File: config.mk
export PLATFORM = sky130hd
export DESIGN_NAME = switch_remap_debouncer_core_flat
export DESIGN_NICKNAME = d
export VERILOG_FILES = /design/src/hw/rtl/srd_pkg.sv /design/src/hw/rtl/srd_in_if.sv /design/src/hw/rtl/srd_out_if.sv /design/src/hw/rtl/switch_remap_debouncer_core.sv /design/src/flat_wrapper.sv
export SDC_FILE = /design/constraint.sdc
export NUM_CORES = 2
export LEC_CHECK = 0
export ABC_AREA = 1
export BUFFER_PORTS_ARGS = -buffer_cell sky130_fd_sc_hd__buf_4
export CAP_MARGIN = 20
export CORE_MARGIN = 1.5
export CORE_UTILIZATION = 55
export DETAILED_ROUTE_END_ITERATION = 8
export PLACE_DENSITY = 0.72
export REMOVE_ABC_BUFFERS = 1
export SYNTH_ARGS = -nofsm -noshare
export SYNTH_HDL_FRONTEND = slang
export SYNTH_SLANG_ARGS = --single-unit
export TNS_END_PERCENT = 10
File: constraint.sdc
create_clock -name clk_i -period 4.6 [get_ports clk_i]
set_clock_uncertainty 0.05 [all_clocks]
set_input_delay 0.46 -clock clk_i [delete_from_list [all_inputs] [get_ports clk_i]]
set_output_delay 0.46 -clock clk_i [all_outputs]
set_load 0.005 [all_outputs]
File: src/hw/rtl/srd_pkg.sv
// shared types and constants for the switch remap debouncer
// no dependencies

package srd_pkg;

  localparam int unsigned NUM_SP   = 8;
  localparam int unsigned NUM_SG   = 14;
  localparam int unsigned NUM_SRC  = NUM_SP + NUM_SG;
  localparam int unsigned ID_W     = 8;
  localparam int unsigned CNT_W    = 7;
  localparam int unsigned IDS_PER_REG = 7;
  localparam int unsigned ASSIGN_W = ID_W * IDS_PER_REG;
  localparam int unsigned OUT_W    = 32;
  localparam int unsigned CFG_IDX_W = 3;

  typedef logic [CFG_IDX_W-1:0] cfg_idx_t;

  localparam cfg_idx_t CFG_IGNITION    = 3'd0;
  localparam cfg_idx_t CFG_SP_ASSIGN   = 3'd1;
  localparam cfg_idx_t CFG_SG_ASSIGN_L = 3'd2;
  localparam cfg_idx_t CFG_SG_ASSIGN_H = 3'd3;
  localparam cfg_idx_t CFG_DEB_CYCLES  = 3'd4;

  localparam logic [ID_W-1:0]     IGNITION_RST = '0;
  localparam logic [ASSIGN_W-1:0] ASSIGN_RST   = '1;
  localparam logic [CNT_W-1:0]    CYCLES_RST   = 7'd5;

endpackage

File: src/hw/rtl/srd_in_if.sv
// input channel: one scan tick of raw sp and sg bits
// depends on srd_pkg

interface srd_in_if;
  logic                          valid;
  logic                          ready;
  logic [srd_pkg::NUM_SP-1:0]    sp_raw;
  logic [srd_pkg::NUM_SG-1:0]    sg_raw;

  modport source (output valid, output sp_raw, output sg_raw, input ready);
  modport sink   (input valid, input sp_raw, input sg_raw, output ready);
endinterface

File: src/hw/rtl/srd_out_if.sv
// output channel: debounced states and changed flags
// depends on srd_pkg

interface srd_out_if;
  logic                        valid;
  logic                        ready;
  logic [srd_pkg::OUT_W-1:0]   switch_states;
  logic [srd_pkg::OUT_W-1:0]   changed_flags;
  logic                        any_changed;

  modport source (output valid, output switch_states, output changed_flags,
                  output any_changed, input ready);
  modport sink   (input valid, input switch_states, input changed_flags,
                  input any_changed, output ready);
endinterface

File: src/hw/rtl/switch_remap_debouncer_core.sv
// switch remap debouncer: input register, remap and debounce, result register
// depends on srd_pkg, srd_in_if, srd_out_if
// an accepted item goes through the input register and then the result register before its result is offered
// throughput: one item per cycle while the output is not stalled, set by the single remap/debounce stage
// reset clears configuration to defaults and all states and counts to zero

module switch_remap_debouncer_core #(
  parameter int unsigned NUM_SWITCHES = 32
) (
  input  logic                              clk_i,
  input  logic                              rst_ni,
  srd_in_if.sink                            in_i,
  srd_out_if.source                         out_o,
  input  logic                              cfg_we_i,
  input  srd_pkg::cfg_idx_t                 cfg_idx_i,
  input  logic [srd_pkg::ASSIGN_W-1:0]      cfg_wdata_i
);

  localparam int unsigned IdW  = srd_pkg::ID_W;
  localparam int unsigned CntW = srd_pkg::CNT_W;
  localparam int unsigned NSrc = srd_pkg::NUM_SRC;
  localparam int unsigned NIds = srd_pkg::IDS_PER_REG;

  // configuration
  logic [IdW-1:0]               ign_q;
  logic [srd_pkg::ASSIGN_W-1:0] sp_asg_q, sgl_asg_q, sgh_asg_q;
  logic [CntW-1:0]              cycles_q;

  always_ff @(posedge clk_i or negedge rst_ni) begin
    if (!rst_ni) begin
      ign_q     <= srd_pkg::IGNITION_RST;
      sp_asg_q  <= srd_pkg::ASSIGN_RST;
      sgl_asg_q <= srd_pkg::ASSIGN_RST;
      sgh_asg_q <= srd_pkg::ASSIGN_RST;
      cycles_q  <= srd_pkg::CYCLES_RST;
    end else if (cfg_we_i) begin
      case (cfg_idx_i)
        srd_pkg::CFG_IGNITION:    ign_q     <= cfg_wdata_i[IdW-1:0];
        srd_pkg::CFG_SP_ASSIGN:   sp_asg_q  <= cfg_wdata_i;
        srd_pkg::CFG_SG_ASSIGN_L: sgl_asg_q <= cfg_wdata_i;
        srd_pkg::CFG_SG_ASSIGN_H: sgh_asg_q <= cfg_wdata_i;
        srd_pkg::CFG_DEB_CYCLES:  cycles_q  <= cfg_wdata_i[CntW-1:0];
        default: ;
      endcase
    end
  end

  // handshake
  logic s1_valid_q, out_valid_q;
  logic s1_adv;

  assign s1_adv     = s1_valid_q && (!out_valid_q || out_o.ready);
  assign in_i.ready = !s1_valid_q || s1_adv;

  // input register
  logic [srd_pkg::NUM_SP-1:0] sp_q;
  logic [srd_pkg::NUM_SG-1:0] sg_q;

  always_ff @(posedge clk_i or negedge rst_ni) begin
    if (!rst_ni) begin
      s1_valid_q <= 1'b0;
    end else if (in_i.ready) begin
      s1_valid_q <= in_i.valid;
    end
  end

  always_ff @(posedge clk_i) begin
    if (in_i.valid && in_i.ready) begin
      sp_q <= in_i.sp_raw;
      sg_q <= in_i.sg_raw;
    end
  end

  // remap sources onto logical switches
  logic [IdW-1:0]          src_id [NSrc];
  logic [NSrc-1:0]         src_bit;
  logic [NUM_SWITCHES-1:0] raw;

  assign src_bit = {sg_q, sp_q};

  always_comb begin
    src_id[0] = ign_q;
    for (int k = 0; k < NIds; k++) begin
      src_id[1 + k]            = sp_asg_q[IdW*k +: IdW];
      src_id[1 + NIds + k]     = sgl_asg_q[IdW*k +: IdW];
      src_id[1 + 2*NIds + k]   = sgh_asg_q[IdW*k +: IdW];
    end
  end

  always_comb begin
    raw = '0;
    for (int i = 0; i < NUM_SWITCHES; i++) begin
      for (int k = 0; k < NSrc; k++) begin
        if (src_bit[k] && (src_id[k] == IdW'(i))) begin
          raw[i] = 1'b1;
        end
      end
    end
  end

  // countdown debounce
  logic [NUM_SWITCHES-1:0] state_q, state_d;
  logic [CntW-1:0]         cnt_q [NUM_SWITCHES];
  logic [CntW-1:0]         cnt_d [NUM_SWITCHES];
  logic [NUM_SWITCHES-1:0] flag_d;

  always_comb begin
    for (int i = 0; i < NUM_SWITCHES; i++) begin
      state_d[i] = state_q[i];
      if (state_q[i] == raw[i]) begin
        cnt_d[i] = '0;
      end else if (cnt_q[i] == '0) begin
        cnt_d[i] = cycles_q;
      end else begin
        cnt_d[i] = cnt_q[i] - CntW'(1);
        if (cnt_d[i] == CntW'(1)) begin
          state_d[i] = raw[i];
        end
      end
      flag_d[i] = (cnt_d[i] == CntW'(1));
    end
  end

  always_ff @(posedge clk_i or negedge rst_ni) begin
    if (!rst_ni) begin
      state_q <= '0;
      for (int i = 0; i < NUM_SWITCHES; i++) begin
        cnt_q[i] <= '0;
      end
    end else if (s1_adv) begin
      state_q <= state_d;
      for (int i = 0; i < NUM_SWITCHES; i++) begin
        cnt_q[i] <= cnt_d[i];
      end
    end
  end

  // visible bits of the result
  logic [srd_pkg::OUT_W-1:0] states_vis, flags_vis;

  for (genvar j = 0; j < srd_pkg::OUT_W; j++) begin : g_vis
    if (j < NUM_SWITCHES) begin : g_on
      assign states_vis[j] = state_d[j];
      assign flags_vis[j]  = flag_d[j];
    end else begin : g_off
      assign states_vis[j] = 1'b0;
      assign flags_vis[j]  = 1'b0;
    end
  end

  // result register
  logic [srd_pkg::OUT_W-1:0] states_q, flags_q;
  logic                      any_q;

  always_ff @(posedge clk_i or negedge rst_ni) begin
    if (!rst_ni) begin
      out_valid_q <= 1'b0;
    end else if (!out_valid_q || out_o.ready) begin
      out_valid_q <= s1_valid_q;
    end
  end

  always_ff @(posedge clk_i) begin
    if (s1_adv) begin
      states_q <= states_vis;
      flags_q  <= flags_vis;
      any_q    <= |flag_d;
    end
  end

  assign out_o.valid         = out_valid_q;
  assign out_o.switch_states = states_q;
  assign out_o.changed_flags = flags_q;
  assign out_o.any_changed   = any_q;

  // checks
  a_any_covers_flags: assert property (@(posedge clk_i) disable iff (!rst_ni)
    (out_valid_q && (|flags_q)) |-> any_q)
    else $error("any_changed low with a changed flag set");

  a_state_holds: assert property (@(posedge clk_i) disable iff (!rst_ni)
    !s1_adv |=> $stable(state_q))
    else $error("switch state moved without an item");

  a_ready_when_empty: assert property (@(posedge clk_i) disable iff (!rst_ni)
    !out_valid_q |-> in_i.ready)
    else $error("input stalled with empty result register");

endmodule

File: src/flat_wrapper.sv
// flat-port wrapper written by rule: the top's interface ports become plain ports
module switch_remap_debouncer_core_flat 
#(
  parameter int unsigned NUM_SWITCHES = 32
)
  (clk_i, rst_ni, cfg_we_i, cfg_idx_i, cfg_wdata_i, in_i_valid, in_i_sp_raw, in_i_sg_raw, in_i_ready, out_o_valid, out_o_switch_states, out_o_changed_flags, out_o_any_changed, out_o_ready);
  srd_in_if in_i_i ();
  srd_out_if out_o_i ();
  input  logic clk_i;
  input  logic rst_ni;
  input  logic cfg_we_i;
  input  srd_pkg::cfg_idx_t cfg_idx_i;
  input  logic [srd_pkg::ASSIGN_W-1:0] cfg_wdata_i;
  input wire logic [$bits(in_i_i.valid)-1:0] in_i_valid;
  input wire logic [$bits(in_i_i.sp_raw)-1:0] in_i_sp_raw;
  input wire logic [$bits(in_i_i.sg_raw)-1:0] in_i_sg_raw;
  output wire logic [$bits(in_i_i.ready)-1:0] in_i_ready;
  output wire logic [$bits(out_o_i.valid)-1:0] out_o_valid;
  output wire logic [$bits(out_o_i.switch_states)-1:0] out_o_switch_states;
  output wire logic [$bits(out_o_i.changed_flags)-1:0] out_o_changed_flags;
  output wire logic [$bits(out_o_i.any_changed)-1:0] out_o_any_changed;
  input wire logic [$bits(out_o_i.ready)-1:0] out_o_ready;
  assign in_i_i.valid = in_i_valid;
  assign in_i_i.sp_raw = in_i_sp_raw;
  assign in_i_i.sg_raw = in_i_sg_raw;
  assign in_i_ready = in_i_i.ready;
  assign out_o_valid = out_o_i.valid;
  assign out_o_switch_states = out_o_i.switch_states;
  assign out_o_changed_flags = out_o_i.changed_flags;
  assign out_o_any_changed = out_o_i.any_changed;
  assign out_o_i.ready = out_o_ready;
  switch_remap_debouncer_core #(.NUM_SWITCHES(NUM_SWITCHES)) u_core (.clk_i(clk_i), .rst_ni(rst_ni), .in_i(in_i_i), .out_o(out_o_i), .cfg_we_i(cfg_we_i), .cfg_idx_i(cfg_idx_i), .cfg_wdata_i(cfg_wdata_i));
endmodule
==> impl_metrics.json <==
{
  "cp_data_arrival_time_ns": 4.01,
  "slowest_stage": "edfxtp_1",
  "drc": 0,
  "yosysUniqueCellTypes": 38,
  "via_per_inst": 5.64,
  "grt_use_met2_pct": 59.4,
  "path_cells": "nand3_2 > nor2_4 > nand2_1 > nand2_1 > nor2_1 > nand2_1 > nor2_1 > nand2_1 > nand2_1 > nand2_2 > nand4_1 > nand2_1 > nor2_1 > nand2_1 > nor2_1 > nand2_1",
  "seqCellArea_um2": 13900,
  "first_global_vias": 36000,
  "cp-end-kind": "flip-flop",
  "post_cts_resized": 0,
  "vdd_drop_max_mv": 0.488,
  "synth_ff_type": "dfrtp_1",
  "p_leak_uw": 0.0211,
  "multi_input_area_um2": 20900,
  "slew_viol_final": 0,
  "die_x_um": 268,
  "cts_made_buffers": 57,
  "tightest_slew_ns": 1.12,
  "grt_max_degree": 143,
  "period_needed_ns": 3.68,
  "path_class": "reg -> reg",
  "async_reset_ff_share_pct": 83.5,
  "cp-startpoint": "u_core.sg_q[0]$_DFFE_PP_",
  "nets": 6113,
  "critical_path_required_ns": 4.93,
  "cp_common_cell": "nand2_1",
  "timing.hold.ws_ns": 0.0529,
  "maxSlewHeadroom_pct": 25.1,
  "grt_pass1_wl_um": 210000,
  "postLayoutCoreUtil_pct": 61.6,
  "postSynthAreaPerCell_um2": 6.58,
  "synth_cells": 5853,
  "postRouteAntennaNets": 0,
  "place_congestion": 1.07,
  "fillCellCount": 6635,
  "ys_ff_latch": 528,
  "fin_ws_ns": 0.917,
  "start_util_pct": 55.8,
  "antenna_found_initial": 3,
  "drive_above_1_share_pct": 11.1,
  "crit_path_start_kind": "flip-flop",
  "wire_per_inst_um": 20.1,
  "yosys.area.top_type": "dfrtp_1",
  "setup_viol": 0,
  "clockBufferDepth": 3,
  "clk_pin_slew_ns": 0.07,
  "grt_setup_unrepaired": "no",
  "insertion_delay_ns": 0.65,
  "wl_um": 139000,
  "syn_area_um2": 38500,
  "core_area_um2": 68900,
  "power_density_nw_per_um2": 609,
  "synth_edf_count": 87,
  "dieHeight_um": 268,
  "place_hpwl_um": 106000,
  "crit_fanout": 18,
  "post-route-period-util_pct": 80.1,
  "hold_class": "in -> reg",
  "finalHoldViolCount": 0,
  "cpPeakStageDelay_ns": 0.71,
  "grt-ovfl-total": 0,
  "globalRouteMet3Util_pct": 5.71,
  "synth_top_cell_area_share_pct": 17.6,
  "status": "finished, final reports clean",
  "synth_common_cells": "nand2_1, nor2_1, inv_1, o21ai_0, nand3_1",
  "synthTopCellsByArea": "dfrtp_1, nand2_1, dfstp_2, nor2_1, edfxtp_1",
  "synth_most_common_cell": "nand2_1",
  "syn2layout_area_growth_pct": 10.3,
  "drtIter0Drc": 4176,
  "min_from": "cfg_wdata_i[22]",
  "num_vias": 39000,
  "ios": 153,
  "dieArea_um2": 71600,
  "cts-htree-levels": 2,
  "clock_sinks": 528,
  "grt_use_total_pct": 38.6,
  "ys_warn_count": 0,
  "rows": 96,
  "r2r_start": "u_core.sg_q[0]$_DFFE_PP_",
  "fmax_ghz": 0.272,
  "root_buffer": "clkbuf_16",
  "grtUsageMet1_pct": 53.3,
  "maxCapViolCount": 0,
  "io_buffers": 152,
  "first_pass_iters": 6,
  "cts_tree": "done",
  "top_usage_layer": "met2",
  "ys_seq_area_share_pct": 36.0,
  "pre_cts_ws_ns": 1.11
}
## where the power goes
group / total (µW) / internal, µW / switching, µW
clock network: 4970 / 2930 / 2040
logic: 13600 / 4190 / 9450
registers: 7230 / 6160 / 1070
## flip-flops by register name, indices dropped and copies added, names as in the netlist, 7 cells and up
signal,cells
u_core.out_o.switch_states,32
u_core.ign_q,8
u_core.sgl_asg_q,56
u_core.cycles_q,7
u_core.out_o.changed_flags,32
u_core.sp_q,8
u_core.sp_asg_q,56
u_core.cnt_q,224
u_core.sgh_asg_q,56
u_core.sg_q,14
u_core.state_q,32
## cell type report
cell class | instances | area share (%)
Multi-Input combinational cell | 4413 | 49.3
Sequential cell | 528 | 32.7
Inverter | 728 | 6.46
Timing Repair Buffer | 203 | 4.09
Clock buffer | 76 | 3.82
Tap cell | 931 | 2.74
Clock inverter | 30 | 0.902
Antenna cell | 3 | 0.0177
## placed cells by master (no fill, tap or decap), types with 45 or more instances in the layout
cell / netlist / layout
nand2_1: 1691 / 1690
a21oi_1: 45 / 45
nand3_1: 489 / 488
xor2_1: 98 / 98
ha_1: 96 / 96
o22ai_1: 102 / 102
edfxtp_1: 87 / 87
buf_4: 15 / 167
nor2_1: 984 / 984
clkbuf_16: 0 / 60
nand4_1: 82 / 82
inv_2: 64 / 64
dfrtp_1: 271 / 271
nor3_1: 52 / 52
dfstp_2: 170 / 170
o21ai_0: 510 / 510
inv_1: 657 / 656
## through the flow
stage | instances | power [µW] | instance area (µm²) | TNS [ns]
5_1_grt | 6909 | 27900 | 42400 | 0
3_5_place_dp | 6778 | 20500 | 40200 | 0
6_report | 6912 | 25800 | 42400 | 0
4_1_cts | 6908 | 25600 | 42400 | 0
2_1_floorplan | 5669 | 17100 | 37500 | -413.49
3_3_place_gp | 6778 | 20300 | 40200 | 0
## path summary, 6_finish.rpt
| path | slack, ns | endpoint | cells past startpoint |
|---|---|---|---|
| min in group asynchronous | 0.45 | u_core.cnt_q[188]$_DFFE_PN0P_ | 2 |
| setup reg to reg | 0.92 | u_core.out_o.any_changed$_DFFE_PP_ | 16 |
| max in group asynchronous | 3.11 | u_core.sp_asg_q[34]$_DFFE_PN1P_ | 3 |
| hold / removal | 0.05 | u_core.sp_asg_q[22]$_DFFE_PN1P_ | 3 |
| hold reg to reg | 0.43 | u_core.cnt_q[215]$_DFFE_PN0P_ | 2 |
| setup / recovery | 0.92 | u_core.out_o.any_changed$_DFFE_PP_ | 16 |
## per-layer routing
metal | routed length, µm | up-vias
met5 | 13 | -
met1 | 58800 | 18200
li1 | - | 18800
met2 | 60400 | 1761
met4 | 7250 | 2
met3 | 12300 | 298
## critical path: cells and delay by family, from the launching register on
family | cells | cell delay (ns)
and+or+nand+nor | 16 | 2.65
DFF | 1 | 0.71
## cell families after synthesis
logic type      after synthesis  share of synthesized area (%)
compound gates              696                           9.61
xor+xnor                    137                           3.12
flops                       528                           36.0
fa+ha+maj                    96                           3.12
mux                          12                          0.351
simple gates               3472                           38.1
buf+inv                     912                           9.68
## timing repair
action,in CTS,in global routing
hold buffers,24,0
endpoints found under the hold margin,47,0
buffers inserted,0,0
Power figures use the tool's default switching activity.
